### config.mk
export PLATFORM = sky130hd
export DESIGN_NAME = calendar_to_seconds_count
export DESIGN_NICKNAME = d
export VERILOG_FILES = /design/src/design/c2s_pkg.sv /design/src/design/c2s_queue.sv /design/src/design/c2s_front.sv /design/src/design/c2s_back.sv /design/src/design/calendar_to_seconds_count.sv
export SDC_FILE = /design/constraint.sdc
export NUM_CORES = 1
export LEC_CHECK = 0
export BUFFER_PORTS_ARGS = -buffer_cell sky130_fd_sc_hd__buf_2
export CAP_MARGIN = 20
export CORE_ASPECT_RATIO = 0.8
export CORE_MARGIN = 2
export CORE_UTILIZATION = 64
export DETAILED_ROUTE_END_ITERATION = 7
export PLACE_DENSITY = 0.87
export SYNTH_ARGS = -nofsm -noshare
export SYNTH_HDL_FRONTEND = slang
export SYNTH_HIERARCHICAL = 1
export SYNTH_SLANG_ARGS = --single-unit
### constraint.sdc
create_clock -name clk -period 7.7 [get_ports clk]
set_input_delay 0.385 -clock clk [delete_from_list [all_inputs] [get_ports clk]]
set_output_delay 0.385 -clock clk [all_outputs]
set_load 0.02 [all_outputs]
### src/design/c2s_pkg.sv
package c2s_pkg;

  // Widths of the item record that travels from front to back, and of the output count
  localparam int CENT_W = 16;
  localparam int DAYS_W = 16;
  localparam int SOD_W  = 17;
  localparam int OUT_W  = 48;

  localparam int QUEUE_DEPTH = 4;

  localparam logic [6:0]  LAST_YEAR       = 7'd99;
  localparam logic [16:0] SECS_PER_DAY    = 17'd86400;
  localparam logic [31:0] SECS_PER_CENT   = 32'd3155760000;
  localparam logic [8:0]  DAYS_PER_YEAR   = 9'd365;
  localparam logic [11:0] SECS_PER_HOUR   = 12'd3600;
  localparam logic [5:0]  SECS_PER_MINUTE = 6'd60;

  // Days before the start of month index n (n = month - 1), normal year
  localparam logic [8:0] MONTH_START [13] = '{
    9'd0, 9'd31, 9'd59, 9'd90, 9'd120, 9'd151, 9'd181,
    9'd212, 9'd243, 9'd273, 9'd304, 9'd334, 9'd365
  };

  typedef struct packed {
    logic [CENT_W-1:0] century;
    logic [DAYS_W-1:0] days;
    logic [SOD_W-1:0]  sod;
  } item_t;

  // Days in the months before month m; month zero adds none, above 12 saturates
  function automatic logic [8:0] days_before_month(input logic [3:0] m, input logic leap);
    logic [3:0] n;
    logic [8:0] d;
    n = (m == 4'd0) ? 4'd0 : m - 4'd1;
    if (n > 4'd12) begin
      n = 4'd12;
    end
    d = MONTH_START[n];
    if (leap && (n >= 4'd2)) begin
      d = d + 9'd1;
    end
    return d;
  endfunction

endpackage

### src/design/c2s_queue.sv
module c2s_queue import c2s_pkg::*; #(
  parameter int Depth = QUEUE_DEPTH
) (
  input  logic  clk,
  input  logic  rst,
  input  logic  push_valid,
  output logic  push_ready,
  input  item_t push_item,
  output logic  pop_valid,
  input  logic  pop_ready,
  output item_t pop_item
);

  localparam int PtrW = (Depth > 1) ? $clog2(Depth) : 1;
  localparam int CntW = $clog2(Depth + 1);
  localparam logic [PtrW-1:0] LastPtr = PtrW'(Depth - 1);
  localparam logic [CntW-1:0] FullCnt = CntW'(Depth);

  item_t           store [Depth];
  logic [PtrW-1:0] wr_ptr;
  logic [PtrW-1:0] rd_ptr;
  logic [CntW-1:0] count;
  logic            push;
  logic            pop;

  assign push_ready = (count != FullCnt);
  assign pop_valid  = (count != '0);
  assign pop_item   = store[rd_ptr];
  assign push       = push_valid && push_ready;
  assign pop        = pop_valid && pop_ready;

  // Advance pointers and occupancy
  always_ff @(posedge clk) begin
    if (rst) begin
      wr_ptr <= '0;
      rd_ptr <= '0;
      count  <= '0;
    end else begin
      if (push) begin
        wr_ptr <= (wr_ptr == LastPtr) ? '0 : wr_ptr + 1'b1;
      end
      if (pop) begin
        rd_ptr <= (rd_ptr == LastPtr) ? '0 : rd_ptr + 1'b1;
      end
      if (push && !pop) begin
        count <= count + 1'b1;
      end else if (pop && !push) begin
        count <= count - 1'b1;
      end
    end
  end

  // Write the entry
  always_ff @(posedge clk) begin
    if (push) begin
      store[wr_ptr] <= push_item;
    end
  end

`ifndef SYNTH
  a_count_bound: assert property (@(posedge clk) disable iff (rst) count <= FullCnt)
    else $error("queue occupancy above depth");
  a_count_up: assert property (@(posedge clk) disable iff (rst)
    (push && !pop) |=> (count == $past(count) + 1'b1))
    else $error("queue count did not advance on push");
  a_count_down: assert property (@(posedge clk) disable iff (rst)
    (pop && !push) |=> (count == $past(count) - 1'b1))
    else $error("queue count did not drop on pop");
`endif

endmodule

### src/design/c2s_front.sv
module c2s_front import c2s_pkg::*; (
  input  logic       clk,
  input  logic       rst,
  input  logic       in_valid,
  output logic       in_ready,
  input  logic [6:0] year_in_century,
  input  logic [3:0] month_number,
  input  logic [4:0] day_of_month,
  input  logic [4:0] hour_of_day,
  input  logic [5:0] minute_of_hour,
  input  logic [5:0] second_of_minute,
  output logic       push_valid,
  input  logic       push_ready,
  output item_t      push_item
);

  logic [6:0]        last_year_seen;
  logic [CENT_W-1:0] century_count;
  logic [CENT_W-1:0] century_count_next;
  logic              accept;
  logic              turn;
  logic              leap;
  logic [DAYS_W-1:0] year_days;
  logic [8:0]        month_days;
  logic [SOD_W-1:0]  sod;

  assign in_ready   = push_ready;
  assign push_valid = in_valid;
  assign accept     = in_valid && push_ready;

  // Detect the century turn: a step from the last year straight to year zero
  assign turn = (last_year_seen == LAST_YEAR) && (year_in_century == 7'd0);
  assign century_count_next = turn ? century_count + 1'b1 : century_count;

  // Days of earlier years and earlier months
  assign leap       = (year_in_century[1:0] == 2'b00);
  assign year_days  = DAYS_W'(16'(year_in_century) * 16'(DAYS_PER_YEAR))
                    + DAYS_W'((8'(year_in_century) + 8'd3) >> 2);
  assign month_days = days_before_month(month_number, leap);

  // Seconds within the day
  assign sod = SOD_W'(17'(hour_of_day) * 17'(SECS_PER_HOUR))
             + SOD_W'(12'(minute_of_hour) * 12'(SECS_PER_MINUTE))
             + SOD_W'(second_of_minute);

  always_comb begin
    push_item.century = century_count_next;
    push_item.days    = year_days + DAYS_W'(month_days) + DAYS_W'(day_of_month);
    push_item.sod     = sod;
  end

  // Hold the last year and the century count between transactions
  always_ff @(posedge clk) begin
    if (rst) begin
      last_year_seen <= '0;
      century_count  <= '0;
    end else if (accept) begin
      last_year_seen <= year_in_century;
      century_count  <= century_count_next;
    end
  end

`ifndef SYNTH
  a_cent_turn: assert property (@(posedge clk) disable iff (rst)
    (accept && turn) |=> (century_count == $past(century_count) + 1'b1))
    else $error("century count missed a turn");
  a_cent_hold: assert property (@(posedge clk) disable iff (rst)
    !(accept && turn) |=> $stable(century_count))
    else $error("century count moved without a turn");
  a_year_track: assert property (@(posedge clk) disable iff (rst)
    accept |=> (last_year_seen == $past(year_in_century)))
    else $error("last year not captured");
`endif

endmodule

### src/design/c2s_back.sv
module c2s_back import c2s_pkg::*; (
  input  logic             clk,
  input  logic             rst,
  input  logic             pop_valid,
  output logic             pop_ready,
  input  item_t            pop_item,
  output logic             out_valid,
  input  logic             out_ready,
  output logic [OUT_W-1:0] seconds_count
);

  logic             s1_valid;
  logic [OUT_W-1:0] cent_secs;
  logic [32:0]      day_secs;
  logic [SOD_W-1:0] sod;
  logic             out_take;
  logic             s1_ready;

  assign out_take  = !out_valid || out_ready;
  assign s1_ready  = !s1_valid || out_take;
  assign pop_ready = s1_ready;

  // Stage valid bits
  always_ff @(posedge clk) begin
    if (rst) begin
      s1_valid  <= 1'b0;
      out_valid <= 1'b0;
    end else begin
      if (s1_ready) begin
        s1_valid <= pop_valid;
      end
      if (out_take) begin
        out_valid <= s1_valid;
      end
    end
  end

  // Stage one: scale centuries and days to seconds
  always_ff @(posedge clk) begin
    if (pop_valid && s1_ready) begin
      cent_secs <= OUT_W'(pop_item.century) * OUT_W'(SECS_PER_CENT);
      day_secs  <= 33'(pop_item.days) * 33'(SECS_PER_DAY);
      sod       <= pop_item.sod;
    end
  end

  // Output stage: add the parts, hold while the receiver stalls
  always_ff @(posedge clk) begin
    if (s1_valid && out_take) begin
      seconds_count <= cent_secs + OUT_W'(day_secs) + OUT_W'(sod);
    end
  end

`ifndef SYNTH
  a_s1_hold: assert property (@(posedge clk) disable iff (rst)
    (s1_valid && !out_take) |=> (s1_valid && $stable(cent_secs) && $stable(day_secs)
                                 && $stable(sod)))
    else $error("stage one lost its transaction under stall");
  a_s1_load: assert property (@(posedge clk) disable iff (rst)
    (pop_valid && pop_ready) |=> s1_valid)
    else $error("popped transaction not in stage one");
  a_out_load: assert property (@(posedge clk) disable iff (rst)
    (s1_valid && out_take) |=> out_valid)
    else $error("stage one transaction not moved to output");
`endif

endmodule

### src/design/calendar_to_seconds_count.sv
// Calendar reading to running seconds count.
// Input channel (in_valid / in_ready) takes one reading per transaction: year in
// century, month, day, hour, minute, second. Output channel (out_valid / out_ready)
// returns one seconds_count per reading, in order.
// The front converts a reading to a century count, a day count and seconds of day,
// and tracks the century turn (year 99 followed directly by year 0). A queue of
// QueueDepth entries sits between front and back. The back scales centuries and
// days to seconds in one register stage and adds the parts into the output register.
// An accepted reading goes into the queue, then stage one, then the output register.
// Throughput: one reading per cycle while the receiver is ready, set by the two-stage
// back end. When the receiver stalls, the output register and stage one hold, the
// queue fills, and in_ready drops once the queue is full; nothing is lost.
// Reset clears the century count, last year seen, queue, and both stage valid bits.
module calendar_to_seconds_count import c2s_pkg::*; #(
  parameter int QueueDepth = QUEUE_DEPTH
) (
  input  logic             clk,
  input  logic             rst,
  input  logic             in_valid,
  output logic             in_ready,
  input  logic [6:0]       year_in_century,
  input  logic [3:0]       month_number,
  input  logic [4:0]       day_of_month,
  input  logic [4:0]       hour_of_day,
  input  logic [5:0]       minute_of_hour,
  input  logic [5:0]       second_of_minute,
  output logic             out_valid,
  input  logic             out_ready,
  output logic [OUT_W-1:0] seconds_count
);

  logic  push_valid;
  logic  push_ready;
  item_t push_item;
  logic  pop_valid;
  logic  pop_ready;
  item_t pop_item;

  c2s_front u_front (
    .clk              (clk),
    .rst              (rst),
    .in_valid         (in_valid),
    .in_ready         (in_ready),
    .year_in_century  (year_in_century),
    .month_number     (month_number),
    .day_of_month     (day_of_month),
    .hour_of_day      (hour_of_day),
    .minute_of_hour   (minute_of_hour),
    .second_of_minute (second_of_minute),
    .push_valid       (push_valid),
    .push_ready       (push_ready),
    .push_item        (push_item)
  );

  c2s_queue #(
    .Depth (QueueDepth)
  ) u_queue (
    .clk        (clk),
    .rst        (rst),
    .push_valid (push_valid),
    .push_ready (push_ready),
    .push_item  (push_item),
    .pop_valid  (pop_valid),
    .pop_ready  (pop_ready),
    .pop_item   (pop_item)
  );

  c2s_back u_back (
    .clk           (clk),
    .rst           (rst),
    .pop_valid     (pop_valid),
    .pop_ready     (pop_ready),
    .pop_item      (pop_item),
    .out_valid     (out_valid),
    .out_ready     (out_ready),
    .seconds_count (seconds_count)
  );

endmodule
Word level (Yosys, flattened, before mapping)

Memories as Yosys holds them, arrays and structs flattened. A register that Yosys moved wholly into a read port is not among the register bits.
Cells that the tools add are included.
Widths: inputs -> output; s select.

Equality and inequality tests: 4
Bitwise gates (word level): 1
Reduce and logical (&&, ||, !) cells: 18
Multiply operators: 5
Multiplexer cells: 14
Magnitude comparators: 3
Add/sub/neg operators: 15

Operators by type and width:

| kind                   | number |
|---|---|
| $add 48x17->48         | 1 |
| $add 48x33->48         | 1 |
| $mul 16x25->41 const B | 1 |
| $mux 9                 | 3 |
| $mul 16x10->26 const B | 1 |
| $add 17x12->17         | 1 |
| $add 17x6->17          | 1 |
| $add 16x1->16 const B  | 1 |
| $add 16x14->16         | 1 |
| $add 16x5->16          | 1 |
| $add 16x9->16          | 1 |
| $mul 7x9->16 const B   | 1 |
| $mux 16                | 1 |
| $mul 5x8->13 const B   | 1 |
| $mul 6x4->10 const B   | 1 |
| $add 9x1->9 const B    | 1 |
| $add 7x2->8 const B    | 1 |
| $mux 2                 | 4 |
| $mux 4                 | 2 |
| $eq 7x7->1 const B     | 1 |
| $logic_and 1x1->1      | 7 |
| $logic_not 7->1        | 1 |
| $mux 3                 | 2 |
| $ge 5x5->1 const B     | 1 |
| 16 further kinds       | 23 |

Output and inout bits: 50
Register bits: 164
Memory bits (writable): 196
Logic and storage cells: 73
Memories: 2
Bits of input ports: 37
Memory bits (read-only): 144

Memories:

| name             | words | bits a word | rd ports | clocked after memory_dff | wr ports | line            | RTL |
|---|---|---|---|---|---|---|---|
| u_queue.store    | 4     | 49          | 1        | 1                        | 1        | c2s_queue.sv:19 | `item_t store [Depth];` |
| (name not given) | 16    | 9           | 1        | 0                        | 0        | c2s_pkg.sv:38   | `d = MONTH_START[n];` |

Logic depth before layout (Yosys ltp)

Gate-level depths: netlist of run 1.

Depth after elaboration: 12
Depth in mapped cells: 31
Depth with buffers taken out: 30

By module

Netlist of run 1, hierarchy kept.

Modules (own cells, without submodules):

| module    | area an instance (µm²) | sequential area each (µm²) | cells an instance | instances |
|---|---|---|---|---|
| c2s_back  | 15356.0                | 4003.8                     | 1425              | 1 |
| c2s_queue | 7551.0                 | 6065.8                     | 304               | 1 |
| c2s_front | 5657.9                 | 460.4                      | 669               | 1 |

Worst setup path after synthesis of run 1

No wires, ideal clock.

Kind: input to register
From: in month_number[0]
To: mem u_queue/store[0][31] (netlist bit), data pin
Arrival time: 6.618 ns
Setup slack: 0.852 ns
Path buffers: 1
Required time: 7.470 ns
Cell stages on the path: 26
Setup time: 0.230 ns
Cell sequence: inv_1 -> ha_1 -> buf_2 -> nor3b_1 -> o21ai_0 -> o31ai_1 -> or2_2 -> ha_1 -> inv_1 -> nor3_1 -> nor2_1 -> and3_1 -> or4b_4 -> xnor2_1 -> fa_1 -> fa_1 -> fa_1 -> inv_1 -> fa_1 -> ha_1 -> ha_1 -> a211oi_1 -> o211ai_1 -> o211ai_1 -> or4b_1 -> o311ai_1

RTL lines:

| item               | line                            | RTL |
|---|---|---|
| start: declaration | calendar_to_seconds_count.sv:22 | `input logic [3:0] month_number,` |
| end: declaration   | c2s_queue.sv:19                 |  |

==> impl_metrics.py, run 1 <==
metrics = {
    "synthesis": {
        "synth-edff-count": 328,
        "netlist_area_um2": 28600,
        "synth-main-ff-cell": "edfxtp_1",
        "async_flop_share_pct": 0,
        "syn_nets": 3062,
        "synth_common_cells": "435 x ha_1, 426 x inv_1, 328 x edfxtp_1",
        "yosysMostFrequentCell": "ha_1",
        "ys_types": 88,
        "synthCells": 2398,
        "yosysWarnings": 6,
        "synth_area_leader_cell": "edfxtp_1",
        "syn_avg_cell_area_um2": 11.9,
        "synth_seq_cells": 362,
        "ys_seq_area_share_pct": 36.9,
        "synth_top_area_share_pct": 34.5,
        "yosys-top-cells-area": "edfxtp_1 34%, ha_1 19%, fa_1 13%",
    },
    "timing": {
        "finalSetupTns_ns": 0,
        "post-route-period-util_pct": 93.8,
        "fin_skew_ns": 0.0230,
        "relSlewSlack_pct": 40.8,
        "finalSetupViolCount": 0,
        "worst_hold_slack_ns": 0.0340,
        "hold_viol": 0,
        "tightestPinTransition_ns": 0.881,
        "fmax_ghz": 0.138,
        "fin_crit_ns": 7.22,
        "rsz0062_at_grt": "false",
        "drv_slew": 0,
    },
    "critical_path": {
        "cp.arrival_ns": 7.51,
        "reg2regPathDepth": 21,
        "start_kind": "input pin",
        "r2r_end": "u_back/cent_secs[45]",
        "endpoint_kind": "flip-flop",
        "required_ns": 7.99,
        "r2r_setup_slack_ns": 0.57,
        "worstPathMaxFanout": 10,
        "crit_type": "in2reg",
    },
    "clocking": {
        "ctsResizeCount": 0,
        "cts_sinks": 362,
        "cts_tree": "yes",
        "cts_made_buffers": 38,
        "insertion_delay_ns": 0.58,
        "clk_pin_slew_ns": 0.06,
        "post_cts_buffers": 0,
        "cts_root_buf": "clkbuf_16",
        "clockBufferDepth": 3,
        "hold_buffers": 0,
        "cts.htree.levels": 2,
    },
    "finish": {
        "syn_to_final_growth_pct": 8.29,
        "antenna_cells": 0,
        "fin_nets": 3160,
        "layout-drive-gt1-share_pct": 10.5,
    },
    "drt": {
        "drtIter0Drc": 1624,
        "vias_per_cell": 5.84,
        "wirelength_um": 59400,
        "wire_per_inst_um": 19.0,
        "final_antenna_net_count": 0,
        "vias": 18255,
        "firstDrtPassIters": 8,
        "drc": 0,
    },
    "hold_path": {
        "min_from": "second_of_minute[1]",
        "hold_path_class": "in2reg",
        "whs_path_depth": 1,
        "min_to": "u_queue/store[2][1]",
    },
    "floorplan": {
        "rows": 69,
        "initial_utilization_pct": 64.6,
        "core_area_um2": 44200,
        "fp.dieH_um": 193,
        "io_pins": 87,
        "die_area_um2": 46300,
        "die_w_um": 240,
    },
    "grt": {
        "grt_pass1_vias": 18734,
        "grt-ovfl-total": 0,
        "antenna_found_initial": 0,
        "grtUsageTotal_pct": 26.5,
        "grt_pass1_wl_um": 96600,
        "grt_max_degree": 85,
    },
    "placed_design": {
        "gp_congestion": 0.944,
        "place_hpwl_um": 44900,
        "portBuffers": 86,
    },
    "run_status": {
        "run_status": "complete, no violations",
    },
    "job": {
        "max_cap_violations": 0,
    },
}
==> routing by layer <==
| layer | vias up | share of wire [%] | global-route usage (%) |
|---|---|---|---|
| met3 | 116 | 6.1 | 3.66 |
| met5 | - | 0 | 0 |
| li1 | 8552 | - | - |
| met1 | 8951 | 44 | 36.7 |
| met2 | 636 | 48 | 44.3 |
| met4 | 0 | 2.3 | 8.00 |
==> layout by cell type (no fill, tap or decap), types with 12 or more instances in the layout <==
| cell type | count |
|---|---|
| a211oi_1 | 13 |
| a21o_1 | 59 |
| a21oi_1 | 99 |
| and3_1 | 15 |
| buf_2 | 86 |
| buf_4 | 12 |
| clkbuf_16 | 38 |
| dfxtp_1 | 32 |
| edfxtp_1 | 328 |
| fa_1 | 192 |
| ha_1 | 435 |
| inv_1 | 426 |
| mux4_2 | 49 |
| nand2_1 | 82 |
| nand2b_1 | 19 |
| nand3_1 | 38 |
| nand4_1 | 15 |
| nor2_1 | 107 |
| nor3_1 | 24 |
| o21ai_0 | 51 |
| o21bai_1 | 17 |
| xnor2_1 | 111 |
| xor2_1 | 54 |
==> final cells by class <==
| cell class | count | area, µm² |
|---|---|---|
| Clock buffer | 44 | 993 |
| Timing Repair Buffer | 99 | 548 |
| Sequential cell | 362 | 10500 |
| Clock inverter | 23 | 273 |
| Fill cell | 3010 | 13300 |
| Multi-Input combinational cell | 1569 | 16200 |
| Tap cell | 603 | 754 |
| Inverter | 426 | 1600 |
==> per-stage QoR <==
step	util (%)	setup WS [ns]	instance area [µm²]	std cells
floorplan	-	0.852	28600	2398
global placement	67.1	0.360	29600	3058
detailed placement	67.1	0.00998	29600	3058
CTS	69.9	0.566	30900	3125
global route	70.0	0.0440	30900	3126
finish	70.0	0.479	30900	3126
==> cell families (layout without fill, tap and decap cells) <==
family          after synthesis  in the layout  synth area share (%)
buf+inv                     467            592                  6.36
xor+xnor                    165            165                  5.06
compound gates              343            343                  8.29
mux                          58             58                  4.21
flops                       362            362                  36.9
fa+ha+maj                   627            627                  32.5
simple gates                376            376                  6.71
==> state kept, by name (all words and copies together) (netlist names), named ones only <==
name and count:
u_queue/rd_ptr 2, u_back/cent_secs 41, u_front/century_count 16, u_queue/count 3
u_back/day_secs 26, u_back/out_valid 1, u_queue/store 196, u_queue/wr_ptr 2
u_front/last_year_seen 7, u_back/s1_valid 1, u_back/sod 17, u_back/seconds_count 48
==> worst max path at each step <==
stage                                      end  depth (start not counted)  slack (ns)             from
after CTS                 u_back/cent_secs[45]                         21        0.57        flip-flop
final                     u_queue/store[2][31]                         26        0.48  month_number[0]
after floorplan           u_queue/store[0][31]                         26        0.85  month_number[0]
after detailed placement  u_queue/store[1][31]                         26        0.01  month_number[0]
after global placement    u_queue/store[0][28]                         30        0.36  month_number[0]
after global routing      u_queue/store[2][31]                         30        0.04  month_number[0]
==> critical path, cell delays in order <==
cell      delay [ns]
buf_2           0.13
inv_1           0.10
ha_1            0.33
nor2b_1         0.16
o21ai_0         0.23
o31ai_1         0.10
or2_2           0.31
ha_1            0.33
inv_1           0.10
nor3_1          0.20
nor2_1          0.08
and3_1          0.20
or4b_4          0.54
xnor2_1         0.23
fa_1            0.47
fa_1            0.50
fa_1            0.53
inv_1           0.07
fa_1            0.49
ha_1            0.31
ha_1            0.22
a211oi_1        0.28
o211ai_1        0.19
o211ai_1        0.34
or4b_1          0.48
o311ai_1        0.19
Power of run 1 is not shown: default switching activity piles up to over one toggle a cycle in this logic, so the estimate is an artifact.
==> run 2, diff against run 1 <==
Settings changed: ABC_AREA from default to 1, CORE_UTILIZATION 64 to 65, PLACE_DENSITY 0.87 to 0.88.
==> run 2 against run 1 <==
Largest cell class unchanged; the flow now finishes with violations (DRC); cell area increased by 8.6%; cell count is 36% higher; area after synthesis grew 9.0%; critical path depth is 2 lower; register-to-register slack better by 0.50 ns; die area grew 7.2%; fmax is 9.0% higher; critical endpoint is now u_back/cent_secs[32]; sequential cell count did not move.
==> impl_metrics.py, run 2 <==
metrics = {
    "run_status": {
        "run_status": "finished with violations",
        "violations": "DRC",
    },
    "synthesis": {
        "synth-edff-count": 328,
        "ys_seq_area_share_pct": 33.8,
        "synthCells": 3476,
        "yosysMostFrequentCell": "inv_1",
        "netlist_area_um2": 31100,
        "synth_area_leader_cell": "edfxtp_1",
        "async_flop_share_pct": 0,
        "synth_top_area_share_pct": 31.6,
        "syn_avg_cell_area_um2": 8.96,
        "synth_compound_area_share_pct": 6.73,
        "yosysWarnings": 6,
        "synth_top_family_by_area": "adder cells",
        "synth_common_cells": "736 x inv_1, 649 x nand2_1, 435 x ha_1",
        "synth-main-ff-cell": "edfxtp_1",
        "yosys-top-cells-area": "edfxtp_1 32%, ha_1 17%, fa_1 12%",
        "ys_types": 59,
        "synth-adder-area-share_pct": 29.8,
        "synth_mux_area_share_pct": 0,
        "syn_nets": 4140,
        "synth_xor_area_share_pct": 3.34,
        "synth_seq_cells": 362,
        "synth_simple_gate_area_share_pct": 16.4,
    },
    "timing": {
        "fin_crit_ns": 6.63,
        "fin_skew_ns": 0.0200,
        "relSlewSlack_pct": 28.1,
        "post-route-period-util_pct": 86.0,
        "rsz0062_at_grt": "false",
        "fmax_ghz": 0.151,
        "hold_viol": 0,
        "finalSetupTns_ns": 0,
        "finalSetupViolCount": 0,
        "tightestPinTransition_ns": 1.08,
        "drv_slew": 0,
        "worst_hold_slack_ns": 0.0379,
    },
    "finish": {
        "regMostFlops": "u_queue/store",
        "utilization_pct": 71.2,
        "fin_nets": 4254,
        "final_common_cell": "inv_1",
        "nFillCells": 3372,
        "multi_input_area_um2": 17600,
        "reg_top3": "u_queue/store x196, u_back/seconds_count x48, u_back/cent_secs x41",
        "antenna_cells": 0,
        "syn_to_final_growth_pct": 7.85,
        "final_cell_mix": "735 x inv_1, 649 x nand2_1, 435 x ha_1",
        "seqCellArea_um2": 10500,
        "layout-drive-gt1-share_pct": 7.36,
        "largest_reg_flops": 196,
        "layout.cells.non_filler": 4236,
    },
    "drt": {
        "final_antenna_net_count": 0,
        "vias": 23909,
        "vias_per_cell": 5.64,
        "drc": 8,
        "wl_met1_um": 31500,
        "route.met3.wl_um": 6620,
        "wire_per_inst_um": 17.5,
        "firstDrtPassIters": 8,
        "wl_met2_um": 34100,
        "wirelength_um": 74300,
        "topRoutingLayerUsed": "met4",
        "drtIter0Drc": 2253,
    },
    "clocking": {
        "cts.htree.levels": 2,
        "hold_buffers": 0,
        "cts_made_buffers": 38,
        "cts_root_buf": "clkbuf_16",
        "cts_sinks": 362,
        "post_cts_buffers": 0,
        "insertion_delay_ns": 0.57,
        "clockBufferDepth": 3,
        "ctsResizeCount": 0,
        "cts_tree": "yes",
        "clk_pin_slew_ns": 0.06,
    },
    "critical_path": {
        "worstPathMaxFanout": 33,
        "critPathMaxStageDelay_ns": 0.67,
        "crit_type": "reg2reg",
        "start_kind": "flip-flop",
        "worst_path_most_repeated_cell": "inv_1",
        "cp.arrival_ns": 6.93,
        "endpoint_kind": "flip-flop",
        "required_ns": 8.00,
        "crit_path_top_delay_cell": "o22ai_1",
        "path_cells": "inv_2 > buf_4 > o21ai_0 > o22ai_1 > ha_1 > ha_1 > inv_1 > fa_1 > inv_1 > fa_1 > fa_1 > inv_1 > fa_1 > inv_1 > ha_1 > nand2_1 > nor2_1 > inv_1 > nor2_1 > nor2_1 > nand2_1 > nand2_1 > nand3_1 > nand2_1",
    },
    "floorplan": {
        "die_area_um2": 49700,
        "io_pins": 87,
        "rows": 71,
        "fp.dieH_um": 200,
        "die_w_um": 249,
        "core_area_um2": 47200,
        "initial_utilization_pct": 66.0,
    },
    "job": {
        "max_cap_violations": 0,
    },
    "grt": {
        "antenna_found_initial": 0,
        "grt-ovfl-total": 0,
        "grt_pass1_wl_um": 121000,
        "grt_max_degree": 78,
        "grt_pass1_vias": 23909,
        "grtUsageTotal_pct": 30.8,
    },
    "placed_design": {
        "place_inst": 4170,
        "gp_congestion": 1.01,
        "place_hpwl_um": 58300,
        "portBuffers": 86,
    },
    "hold_path": {
        "hold_path_class": "in2reg",
        "min_from": "second_of_minute[0]",
    },
}
## run 2: changes by cell type after synthesis, sizes merged, moves of 49 or more
cell | before | now
o22ai | 0 | 49
nand3 | 38 | 122
a21o | 59 | 6
o21ai | 59 | 165
mux4 | 49 | 0
inv | 426 | 744
xnor2 | 111 | 30
nor2 | 107 | 315
nand2 | 82 | 675
## run 2: logic make-up (layout without fill, tap and decap cells)
group | Yosys count | in the layout
adder cells (fa/ha/maj) | 627 | 627
AND/OR/NAND/NOR | 1203 | 1203
XOR/XNOR | 118 | 118
flip-flops | 362 | 362
AO/OA/AOI/OAI | 378 | 378
buffers and inverters | 788 | 928
## run 2: per-stage QoR
stage,worst slack (ns),area [µm²]
finish,1.07,33600
global route,0.762,33600
CTS,1.17,33600
detailed placement,1.00,32400
global placement,1.18,32400
floorplan,1.61,31100
## run 2: layout make-up
| cell class | count | area share (%) |
|---|---|---|
| clock buffer | 47 | 2.96 |
| clock inverter | 19 | 0.704 |
| inverter | 746 | 8.37 |
| multi-input combinational | 2326 | 52.4 |
| sequential | 362 | 31.4 |
| tap | 620 | 2.31 |
| timing repair buffer | 116 | 1.95 |
## run 2: final timing paths
kind	to	slack (ns)	cells after the start
setup / recovery	u_back/cent_secs[32]	1.07	24
setup reg to reg	u_back/cent_secs[32]	1.07	24
hold reg to reg	u_back/seconds_count[3]	0.42	0
hold / removal	u_queue/store[1][0]	0.04	1
## run 2: critical path: cells and delay by family (launching register included)
| kind | cells | cell delay (ns) |
|---|---|---|
| adders and majority gates | 7 | 3.19 |
| DFF | 1 | 0.36 |
| buffers and inverters | 7 | 1.01 |
| AOI/OAI and AO/OA | 2 | 0.86 |
| and+or+nand+nor | 8 | 0.93 |
## run 2: metal layers
layer / vias to the layer above / global-route usage, %
li1: 11408 / -
met3: 163 / 5.30
met5: - / 0
met4: 0 / 9.32
met2: 1149 / 51.5
met1: 11189 / 41.6
Power of run 2 is left out for the same reason.
